$ cat src/rtl/cvc_pkg.sv
package cvc_pkg;

  localparam int unsigned CFG_IDX_W  = 3;
  localparam int unsigned CFG_DATA_W = 10;

  // configuration register indexes
  localparam logic [CFG_IDX_W-1:0] REG_PRICE_SMALL  = 3'd0;
  localparam logic [CFG_IDX_W-1:0] REG_PRICE_MEDIUM = 3'd1;
  localparam logic [CFG_IDX_W-1:0] REG_PRICE_BIG    = 3'd2;
  localparam logic [CFG_IDX_W-1:0] REG_TIMEOUT      = 3'd3;
  localparam logic [CFG_IDX_W-1:0] REG_TEMP_PERIOD  = 3'd4;
  localparam logic [CFG_IDX_W-1:0] REG_HOLD_TEMP    = 3'd5;
  localparam logic [CFG_IDX_W-1:0] REG_BREW_TEMP    = 3'd6;

  // register reset values
  localparam logic [9:0] RST_PRICE_SMALL  = 10'd50;
  localparam logic [9:0] RST_PRICE_MEDIUM = 10'd100;
  localparam logic [9:0] RST_PRICE_BIG    = 10'd150;
  localparam logic [7:0] RST_TIMEOUT      = 8'd120;
  localparam logic [7:0] RST_TEMP_PERIOD  = 8'd5;
  localparam logic [6:0] RST_HOLD_TEMP    = 7'd70;
  localparam logic [6:0] RST_BREW_TEMP    = 7'd75;

  // commands
  localparam logic [2:0] CMD_SIZE   = 3'd0;
  localparam logic [2:0] CMD_COIN   = 3'd1;
  localparam logic [2:0] CMD_CANCEL = 3'd2;
  localparam logic [2:0] CMD_OFF    = 3'd3;
  localparam logic [2:0] CMD_TICK   = 3'd4;

  // size codes
  localparam logic [1:0] SIZE_SMALL  = 2'd0;
  localparam logic [1:0] SIZE_MEDIUM = 2'd1;
  localparam logic [1:0] SIZE_BIG    = 2'd2;

  // accepted coins
  localparam logic [7:0] COIN_10  = 8'd10;
  localparam logic [7:0] COIN_20  = 8'd20;
  localparam logic [7:0] COIN_50  = 8'd50;
  localparam logic [7:0] COIN_100 = 8'd100;

  localparam logic [6:0] TEMP_MAX = 7'd127;
  localparam logic [6:0] TEMP_MIN = 7'd0;

  // event codes
  localparam logic [3:0] EV_NONE      = 4'd0;
  localparam logic [3:0] EV_BAD_SIZE  = 4'd1;
  localparam logic [3:0] EV_SIZE_OK   = 4'd2;
  localparam logic [3:0] EV_SHORT     = 4'd3;
  localparam logic [3:0] EV_BAD_COIN  = 4'd4;
  localparam logic [3:0] EV_CANCEL    = 4'd5;
  localparam logic [3:0] EV_TIMEOUT   = 4'd6;
  localparam logic [3:0] EV_DISPENSED = 4'd7;
  localparam logic [3:0] EV_OFF       = 4'd8;
  localparam logic [3:0] EV_IGNORED   = 4'd9;

  // mode codes as shown on the result word
  localparam logic [1:0] MODE_CODE_IDLE = 2'd0;
  localparam logic [1:0] MODE_CODE_SIZE = 2'd1;
  localparam logic [1:0] MODE_CODE_BREW = 2'd2;
  localparam logic [1:0] MODE_CODE_OFF  = 2'd3;

  typedef enum logic [3:0] {
    MODE_IDLE = 4'b0001,
    MODE_SIZE = 4'b0010,
    MODE_BREW = 4'b0100,
    MODE_OFF  = 4'b1000
  } mode_t;

  typedef struct packed {
    logic [9:0] price_small;
    logic [9:0] price_medium;
    logic [9:0] price_big;
    logic [7:0] timeout_ticks;
    logic [7:0] temp_period_ticks;
    logic [6:0] hold_temp;
    logic [6:0] brew_temp;
  } cfg_t;

  typedef struct packed {
    logic [3:0]  event_res;
    logic [10:0] coin_total;
    logic [10:0] refund;
    logic [6:0]  temperature;
    logic [1:0]  mode;
    logic [9:0]  price_due;
  } res_t;

endpackage

$ cat src/rtl/cvc_cfg.sv
module cvc_cfg (
  input  logic                           clk,
  input  logic                           rst_n,
  input  logic                           cfg_we,
  input  logic [cvc_pkg::CFG_IDX_W-1:0]  cfg_idx,
  input  logic [cvc_pkg::CFG_DATA_W-1:0] cfg_wdata,
  output cvc_pkg::cfg_t                  cfg
);

  cvc_pkg::cfg_t cfg_r;

  always_ff @(posedge clk) begin
    if (!rst_n) begin
      cfg_r.price_small       <= cvc_pkg::RST_PRICE_SMALL;
      cfg_r.price_medium      <= cvc_pkg::RST_PRICE_MEDIUM;
      cfg_r.price_big         <= cvc_pkg::RST_PRICE_BIG;
      cfg_r.timeout_ticks     <= cvc_pkg::RST_TIMEOUT;
      cfg_r.temp_period_ticks <= cvc_pkg::RST_TEMP_PERIOD;
      cfg_r.hold_temp         <= cvc_pkg::RST_HOLD_TEMP;
      cfg_r.brew_temp         <= cvc_pkg::RST_BREW_TEMP;
    end else if (cfg_we) begin
      unique case (cfg_idx)
        cvc_pkg::REG_PRICE_SMALL:  cfg_r.price_small       <= cfg_wdata;
        cvc_pkg::REG_PRICE_MEDIUM: cfg_r.price_medium      <= cfg_wdata;
        cvc_pkg::REG_PRICE_BIG:    cfg_r.price_big         <= cfg_wdata;
        cvc_pkg::REG_TIMEOUT:      cfg_r.timeout_ticks     <= cfg_wdata[7:0];
        cvc_pkg::REG_TEMP_PERIOD:  cfg_r.temp_period_ticks <= cfg_wdata[7:0];
        cvc_pkg::REG_HOLD_TEMP:    cfg_r.hold_temp         <= cfg_wdata[6:0];
        cvc_pkg::REG_BREW_TEMP:    cfg_r.brew_temp         <= cfg_wdata[6:0];
        default: ;
      endcase
    end
  end

  assign cfg = cfg_r;

endmodule

$ cat src/rtl/cvc_core.sv
module cvc_core #(
  parameter logic [6:0] START_TEMP = 7'd65
) (
  input  logic          clk,
  input  logic          rst_n,
  input  logic          accept,
  input  logic [2:0]    cmd,
  input  logic [1:0]    size_code,
  input  logic [7:0]    coin_cents,
  input  cvc_pkg::cfg_t cfg,
  output cvc_pkg::res_t res
);

  cvc_pkg::mode_t mode_r, mode_nxt;
  logic [10:0]    sum_r, sum_nxt;
  logic [9:0]     price_r, price_nxt;
  logic [6:0]     temp_r, temp_nxt;
  logic [7:0]     left_r, left_nxt;
  logic           armed_r, armed_nxt;
  logic [7:0]     presc_r, presc_nxt;
  logic [3:0]     ev;
  logic [10:0]    refund;
  logic [9:0]     size_price;
  logic           coin_ok;
  logic           paid;

  function automatic logic [6:0] heat_step(input logic [6:0] t, input logic pd,
                                           input logic [6:0] brew, input logic [6:0] hold);
    logic [6:0] r;
    r = t;
    if (pd) begin
      if (t <= brew && t != cvc_pkg::TEMP_MAX) r = t + 7'd1;
    end else if (t <= hold) begin
      if (t != cvc_pkg::TEMP_MAX) r = t + 7'd1;
    end else if (t != cvc_pkg::TEMP_MIN) begin
      r = t - 7'd1;
    end
    return r;
  endfunction

  function automatic logic [1:0] mode_code(input cvc_pkg::mode_t m);
    logic [1:0] c;
    unique case (m)
      cvc_pkg::MODE_IDLE: c = cvc_pkg::MODE_CODE_IDLE;
      cvc_pkg::MODE_SIZE: c = cvc_pkg::MODE_CODE_SIZE;
      cvc_pkg::MODE_BREW: c = cvc_pkg::MODE_CODE_BREW;
      cvc_pkg::MODE_OFF:  c = cvc_pkg::MODE_CODE_OFF;
      default:            c = cvc_pkg::MODE_CODE_IDLE;
    endcase
    return c;
  endfunction

  always_comb begin
    unique case (size_code)
      cvc_pkg::SIZE_SMALL:  size_price = cfg.price_small;
      cvc_pkg::SIZE_MEDIUM: size_price = cfg.price_medium;
      cvc_pkg::SIZE_BIG:    size_price = cfg.price_big;
      default:              size_price = 10'd0;
    endcase
  end

  assign coin_ok = (coin_cents == cvc_pkg::COIN_10) || (coin_cents == cvc_pkg::COIN_20) ||
                   (coin_cents == cvc_pkg::COIN_50) || (coin_cents == cvc_pkg::COIN_100);

  // tick work runs in order: timeout, prescaler and heater, dispense check
  always_comb begin
    mode_nxt  = mode_r;
    sum_nxt   = sum_r;
    price_nxt = price_r;
    temp_nxt  = temp_r;
    left_nxt  = left_r;
    armed_nxt = armed_r;
    presc_nxt = presc_r;
    ev        = cvc_pkg::EV_NONE;
    refund    = 11'd0;
    paid      = 1'b0;

    if (cmd == cvc_pkg::CMD_TICK) begin
      if (mode_r != cvc_pkg::MODE_OFF) begin
        if (armed_r) begin
          if (left_r != 8'd0) left_nxt = left_r - 8'd1;
          if (left_nxt == 8'd0) begin
            refund    = sum_r;
            ev        = cvc_pkg::EV_TIMEOUT;
            mode_nxt  = cvc_pkg::MODE_IDLE;
            sum_nxt   = 11'd0;
            price_nxt = 10'd0;
            armed_nxt = 1'b0;
            left_nxt  = 8'd0;
          end
        end
        presc_nxt = presc_r + 8'd1;
        if (presc_nxt >= cfg.temp_period_ticks) begin
          presc_nxt = 8'd0;
          paid      = (price_nxt != 10'd0) && ({1'b0, price_nxt} <= sum_nxt);
          temp_nxt  = heat_step(temp_r, paid, cfg.brew_temp, cfg.hold_temp);
        end
        if (mode_nxt == cvc_pkg::MODE_BREW && temp_nxt > cfg.brew_temp) begin
          ev        = cvc_pkg::EV_DISPENSED;
          mode_nxt  = cvc_pkg::MODE_IDLE;
          sum_nxt   = 11'd0;
          price_nxt = 10'd0;
          armed_nxt = 1'b0;
          left_nxt  = 8'd0;
        end
      end
    end else if (cmd > cvc_pkg::CMD_TICK || mode_r == cvc_pkg::MODE_OFF ||
                 mode_r == cvc_pkg::MODE_BREW) begin
      ev = cvc_pkg::EV_IGNORED;
    end else if (cmd == cvc_pkg::CMD_OFF) begin
      mode_nxt = cvc_pkg::MODE_OFF;
      ev       = cvc_pkg::EV_OFF;
    end else if (mode_r == cvc_pkg::MODE_IDLE) begin
      if (cmd == cvc_pkg::CMD_SIZE) begin
        if (size_price != 10'd0) begin
          price_nxt = size_price;
          mode_nxt  = cvc_pkg::MODE_SIZE;
          ev        = cvc_pkg::EV_SIZE_OK;
        end else begin
          ev = cvc_pkg::EV_BAD_SIZE;
        end
      end else begin
        ev = cvc_pkg::EV_IGNORED;
      end
    end else begin
      if (cmd == cvc_pkg::CMD_CANCEL) begin
        refund    = sum_r;
        ev        = cvc_pkg::EV_CANCEL;
        mode_nxt  = cvc_pkg::MODE_IDLE;
        sum_nxt   = 11'd0;
        price_nxt = 10'd0;
        armed_nxt = 1'b0;
        left_nxt  = 8'd0;
      end else if (cmd == cvc_pkg::CMD_SIZE) begin
        ev = cvc_pkg::EV_IGNORED;
      end else if (coin_ok) begin
        sum_nxt   = sum_r + {3'd0, coin_cents};
        armed_nxt = 1'b1;
        left_nxt  = cfg.timeout_ticks;
        if (sum_nxt < {1'b0, price_r}) begin
          ev = cvc_pkg::EV_SHORT;
        end else begin
          armed_nxt = 1'b0;
          left_nxt  = 8'd0;
          mode_nxt  = cvc_pkg::MODE_BREW;
          ev        = cvc_pkg::EV_NONE;
          // boiler already hot enough: dispense straight away
          if (temp_r > cfg.brew_temp) begin
            ev        = cvc_pkg::EV_DISPENSED;
            mode_nxt  = cvc_pkg::MODE_IDLE;
            sum_nxt   = 11'd0;
            price_nxt = 10'd0;
          end
        end
      end else begin
        ev = cvc_pkg::EV_BAD_COIN;
      end
    end
  end

  always_ff @(posedge clk) begin
    if (!rst_n) begin
      mode_r  <= cvc_pkg::MODE_IDLE;
      sum_r   <= 11'd0;
      price_r <= 10'd0;
      temp_r  <= START_TEMP;
      left_r  <= 8'd0;
      armed_r <= 1'b0;
      presc_r <= 8'd0;
    end else if (accept) begin
      mode_r  <= mode_nxt;
      sum_r   <= sum_nxt;
      price_r <= price_nxt;
      temp_r  <= temp_nxt;
      left_r  <= left_nxt;
      armed_r <= armed_nxt;
      presc_r <= presc_nxt;
    end
  end

  always_comb begin
    res.event_res   = ev;
    res.coin_total  = sum_nxt;
    res.refund      = refund;
    res.temperature = temp_nxt;
    res.mode        = mode_code(mode_nxt);
    res.price_due   = price_nxt;
  end

endmodule

$ cat src/rtl/cvc_outq.sv
module cvc_outq (
  input  logic          clk,
  input  logic          rst_n,
  input  logic          push,
  input  cvc_pkg::res_t push_word,
  input  logic          pop,
  output logic          full,
  output logic          valid,
  output cvc_pkg::res_t head
);

  cvc_pkg::res_t ent_r [2];
  logic [1:0]    cnt_r, cnt_nxt;
  logic          wr_r, rd_r;

  assign cnt_nxt = cnt_r + {1'b0, push} - {1'b0, pop};

  always_ff @(posedge clk) begin
    if (!rst_n) begin
      cnt_r <= 2'd0;
      wr_r  <= 1'b0;
      rd_r  <= 1'b0;
    end else begin
      cnt_r <= cnt_nxt;
      if (push) wr_r <= ~wr_r;
      if (pop)  rd_r <= ~rd_r;
    end
  end

  always_ff @(posedge clk) begin
    if (push) ent_r[wr_r] <= push_word;
  end

  assign full  = (cnt_r == 2'd2);
  assign valid = (cnt_r != 2'd0);
  assign head  = ent_r[rd_r];

endmodule

$ cat src/rtl/coffee_vending_controller.sv
// Coffee vending controller: takes one command word (size choice, coin, cancel,
// power off or one-second tick) per clock cycle while in_stall is low and returns
// exactly one result word for each, carrying the event, coin total, refund, boiler
// temperature, mode and price due. The state update for a word is done in the cycle
// it is accepted and the result is written into a two-word output buffer; in_stall
// rises only while both buffer entries are waiting to be taken. Configuration
// registers are written through cfg_we, cfg_idx and cfg_wdata; the user must do
// so only while the block is idle (not enforced); indexes above six are ignored.
module coffee_vending_controller #(
  parameter logic [6:0] START_TEMP = 7'd65
) (
  input  logic        clk,
  input  logic        rst_n,
  input  logic        cfg_we,
  input  logic [2:0]  cfg_idx,
  input  logic [9:0]  cfg_wdata,
  input  logic        in_valid,
  output logic        in_stall,
  input  logic [2:0]  in_cmd,
  input  logic [1:0]  in_size_code,
  input  logic [7:0]  in_coin_cents,
  output logic        out_valid,
  input  logic        out_stall,
  output logic [3:0]  out_event_res,
  output logic [10:0] out_coin_total,
  output logic [10:0] out_refund,
  output logic [6:0]  out_temperature,
  output logic [1:0]  out_mode,
  output logic [9:0]  out_price_due
);

  cvc_pkg::cfg_t cfg;
  cvc_pkg::res_t res;
  cvc_pkg::res_t head;
  logic          push;
  logic          pop;
  logic          full;

  assign push     = in_valid && !full;
  assign pop      = out_valid && !out_stall;
  assign in_stall = full;

  cvc_cfg u_cfg (
    .clk       (clk),
    .rst_n     (rst_n),
    .cfg_we    (cfg_we),
    .cfg_idx   (cfg_idx),
    .cfg_wdata (cfg_wdata),
    .cfg       (cfg)
  );

  cvc_core #(
    .START_TEMP (START_TEMP)
  ) u_core (
    .clk        (clk),
    .rst_n      (rst_n),
    .accept     (push),
    .cmd        (in_cmd),
    .size_code  (in_size_code),
    .coin_cents (in_coin_cents),
    .cfg        (cfg),
    .res        (res)
  );

  cvc_outq u_outq (
    .clk       (clk),
    .rst_n     (rst_n),
    .push      (push),
    .push_word (res),
    .pop       (pop),
    .full      (full),
    .valid     (out_valid),
    .head      (head)
  );

  assign out_event_res   = head.event_res;
  assign out_coin_total  = head.coin_total;
  assign out_refund      = head.refund;
  assign out_temperature = head.temperature;
  assign out_mode        = head.mode;
  assign out_price_due   = head.price_due;

endmodule

$ cat config.mk
export PLATFORM = sky130hd
export DESIGN_NAME = coffee_vending_controller
export DESIGN_NICKNAME = d
export VERILOG_FILES = /design/src/rtl/cvc_pkg.sv /design/src/rtl/cvc_cfg.sv /design/src/rtl/cvc_core.sv /design/src/rtl/cvc_outq.sv /design/src/rtl/coffee_vending_controller.sv
export SDC_FILE = /design/constraint.sdc
export NUM_CORES = 1
export LEC_CHECK = 0
export BUFFER_PORTS_ARGS = -buffer_cell sky130_fd_sc_hd__buf_2
export CELL_PAD_IN_SITES_DETAIL_PLACEMENT = 0
export CELL_PAD_IN_SITES_GLOBAL_PLACEMENT = 2
export CORE_MARGIN = 2
export CORE_UTILIZATION = 39
export DETAILED_ROUTE_END_ITERATION = 10
export PLACE_DENSITY_LB_ADDON = 0.1
export SLEW_MARGIN = 5
export SYNTH_ARGS = -nofsm -noshare
export SYNTH_HDL_FRONTEND = slang
export SYNTH_SLANG_ARGS = --single-unit
export TNS_END_PERCENT = 10
$ cat constraint.sdc
create_clock -name clk -period 8.8 [get_ports clk]
set_clock_uncertainty 0.15 [all_clocks]
set_input_delay 1.76 -clock clk [delete_from_list [all_inputs] [get_ports clk]]
set_output_delay 1.76 -clock clk [all_outputs]
set_load 0.02 [all_outputs]
==> reports/results.tsv <==
stage	metric	value	unit
logic_synthesis	synth_top_family_by_area	compound AO/OA/AOI/OAI gates	
placed_design	dp_hpwl	24000	um
clock_tree	clock_latency	0.53	ns
worst_setup_path	start_kind	flop	
logic_synthesis	synth-edff-count	90	
logic_synthesis	yosysTopAreaCell	edfxtp_1	
sta	rsz0062_at_grt	false	
run_status	status	complete, no violations	
clock_tree	cts_hold_buf	0	
sta	maxSlewViolCount	0	
clock_tree	postCtsSetupBuffers	0	
sta	slew_headroom	0.226	
clock_tree	cts_root_buf	clkbuf_16	
logic_synthesis	yosysWarnings	0	
finish	postLayoutCellArea	0.0135	mm2
placed_design	io_buffer_count	77	
die	core.rowCount	64	
run	drv_cap	0	
power_and_ir_drop	total_power	2760	uW
sta	min_period	8.04	ns
worst_setup_path	required	8.98	ns
placed_design	dp_cells	1724	
clock_tree	clkSinkCount	204	
finish	drive_gt1_frac	0.154	
detailed_routing	drtPass1Iterations	5	
logic_synthesis	synth_area	0.0119	mm2
die	chipHeight	179	um
hold_path	hp-class	flop to flop	
detailed_routing	vias	9889	
detailed_routing	avgRoutedWirePerCell	19.0	um
detailed_routing	routed_wl	33700	um
logic_synthesis	synth_common_cells	nand2_1 (219), dfxtp_1 (114), edfxtp_1 (90)	
die	dieArea	0.0320	mm2
sta	hold_viol	0	
sta	tightest_slew	1.15	ns
clock_tree	cts_tree	yes	
finish	areaGrowthSynthToFinish	13.3	%
global_routing	grt_pass1_wl	52900	um
die	io_pins	78	
logic_synthesis	synthMuxAreaShare	0.0594	
global_routing	antenna_found_initial	1	
placed_design	placed_area	0.0127	mm2
clock_tree	cts_resized	0	
logic_synthesis	synth_xor_area_frac	0.0162	
detailed_routing	ant_nets	0	
logic_synthesis	synth_area_leaders	edfxtp_1 (23%), dfxtp_1 (19%), nand2_1 (6.9%), ha_1 (6.5%), mux2_2 (4.3%)	
logic_synthesis	seq_area_frac_synth	0.418	
logic_synthesis	yosys.area.top_type_share	0.227	
sta	fmaxAchievable	124	MHz
worst_setup_path	r2r_cells	24	
global_routing	grt_util_all_layers	0.210	
worst_setup_path	arrival	8.22	ns
global_routing	grt-ovfl-total	0	
sta	timing.final.crit_share	0.913	
die	die_x	179	um
logic_synthesis	synthSimpleGateAreaFrac	0.200	
finish	final_cells	1770	
logic_synthesis	synthMostInstantiatedCell	nand2_1	
global_routing	first_global_vias	9491	
clock_tree	numCtsBuffers	25	
logic_synthesis	synthCells	1298	
sta	tns	0	ns
logic_synthesis	synth.avg_cell_area	9.19	um2
logic_synthesis	syn_nets	1392	
sta	setup_viol	0	
logic_synthesis	synthAdderAreaFrac	0.0667	
finish	final_nets	1449	
die	fp.coreArea	0.0303	mm2
clock_tree	cts_buffer_depth	3	
power_and_ir_drop	powerDensity	204	mW/mm2
worst_setup_path	path_max_fanout	14	
power_and_ir_drop	ir_worst_vdd	0.144	mV
clock_tree	path_clk_slew	0.06	ns
global_routing	grt_max_degree	89	
worst_setup_path	cp-end-kind	flop	
logic_synthesis	synth_compound_area_frac	0.205	
finish	diodes	0	
clock_tree	htreeDepth	1	
logic_synthesis	synth_cell_types	90	
detailed_routing	drcViolationCount	0	
die	start_util	0.393	
logic_synthesis	synth-async-reset-ratio	0	
logic_synthesis	synth_ff_type	dfxtp_1	
detailed_routing	drt_iter0_markers	659	
power_and_ir_drop	leakagePower	0.00515	uW
logic_synthesis	ys_ff_latch	204	
detailed_routing	via_per_inst	5.59	
worst_setup_path	worstSetupPathType	flop to flop	
placed_design	gp_congestion	0.837	
hold_path	min_path_cells	2	
-- registers in the layout (all words and copies together) (netlist names), named ones only --
| register | flops |
|---|---|
| u_cfg.cfg | 60 |
| u_core.armed_r | 1 |
| u_core.left_r | 8 |
| u_core.mode_r | 4 |
| u_core.presc_r | 8 |
| u_core.price_r | 10 |
| u_core.sum_r | 11 |
| u_core.temp_r | 7 |
| u_outq.cnt_r | 2 |
| u_outq.ent_r | 90 |
| u_outq.rd_r | 1 |
| u_outq.wr_r | 1 |
-- through the flow --
stage | setup slack (ns) | utilization | hold WS (ns)
after floorplan | 2.54 | - | 0.290
after global placement | 1.02 | 0.418 | 0.299
after detailed placement | 0.864 | 0.418 | 0.309
after CTS | 0.801 | 0.445 | 0.318
after global routing | 0.134 | 0.445 | 0.335
final | 0.763 | 0.445 | 0.315
-- placed cells by master (no fill, tap or decap), drive strengths merged, types with 16 or more instances in the layout --
| cell | n |
|---|---|
| mux2i | 16 |
| mux2 | 48 |
| inv | 51 |
| and3 | 16 |
| nand3 | 46 |
| a21oi | 72 |
| nand2 | 219 |
| and2 | 27 |
| a21boi | 49 |
| dfxtp | 114 |
| nand2b | 16 |
| nor2 | 61 |
| ha | 62 |
| buf | 89 |
| nor3 | 30 |
| edfxtp | 90 |
| o21ai | 64 |
| clkbuf | 33 |
-- area by class of cell --
class | instances | area (um2)
Clock buffer | 33 | 719
Clock inverter | 13 | 114
Timing Repair Buffer | 89 | 478
Sequential cell | 204 | 4990
Inverter | 49 | 184
Fill cell | 3013 | 16800
Multi-Input combinational cell | 986 | 6530
Tap cell | 396 | 495
-- layer usage --
metal / vias up / part of all wire / wire length (um) / global-route usage
li1: 4905 / - / - / -
met1: 4737 / 0.47 / 15800 / 0.286
met2: 199 / 0.47 / 16000 / 0.356
met3: 46 / 0.037 / 1260 / 0.0242
met4: 2 / 0.018 / 612 / 0.0491
met5: - / 0.00039 / 13 / 0
-- path summary, 6_finish.rpt --
check | start | endpoint | slack, ns
worst max-delay path | u_core.left_r[0]$_SDFFE_PN0P_ | u_outq.ent_r[1][11]$_DFFE_PP_ | 0.76
worst min-delay path | u_cfg.cfg[47]$_SDFFE_PN0P_ | u_cfg.cfg[47]$_SDFFE_PN0P_ | 0.31
worst max register to register | u_core.left_r[0]$_SDFFE_PN0P_ | u_outq.ent_r[1][11]$_DFFE_PP_ | 0.76
worst min register to register | u_cfg.cfg[47]$_SDFFE_PN0P_ | u_cfg.cfg[47]$_SDFFE_PN0P_ | 0.31
-- worst max-delay path, cell delays in order, from the launching register on --
cell and delay, ns:
dfxtp_1 0.39, inv_1 0.11, ha_1 0.26, nor3b_2 0.42, o31ai_1 0.22, a2111oi_4 0.80
nand2_1 0.50, and2_1 0.31, ha_1 0.26, nand4_1 0.10, o41a_1 0.35, nand2_1 0.32
nor3_2 0.13, nor3_4 0.39, mux2_4 0.36, a22o_1 0.24, ha_1 0.31, nand3b_1 0.09
a21oi_1 0.13, o31a_1 0.28, a21oi_2 0.11, nor2_1 0.73, a311oi_1 0.23, or3_1 0.36
a211oi_1 0.29
-- cells by family after synthesis --
logic type,count (synthesis)
AO/OA/AOI/OAI,342
XOR/XNOR,22
adder cells (fa/ha/maj),63
buffers and inverters,108
flip-flops,204
multiplexers,64
AND/OR/NAND/NOR,495
-- power breakdown --
group          leakage, uW  internal [uW]  switching [uW]
logic              0.00297            235             390
registers          0.00178           1080            30.5
clock network     0.000402            609             416
Power figures use the tool's default switching activity.
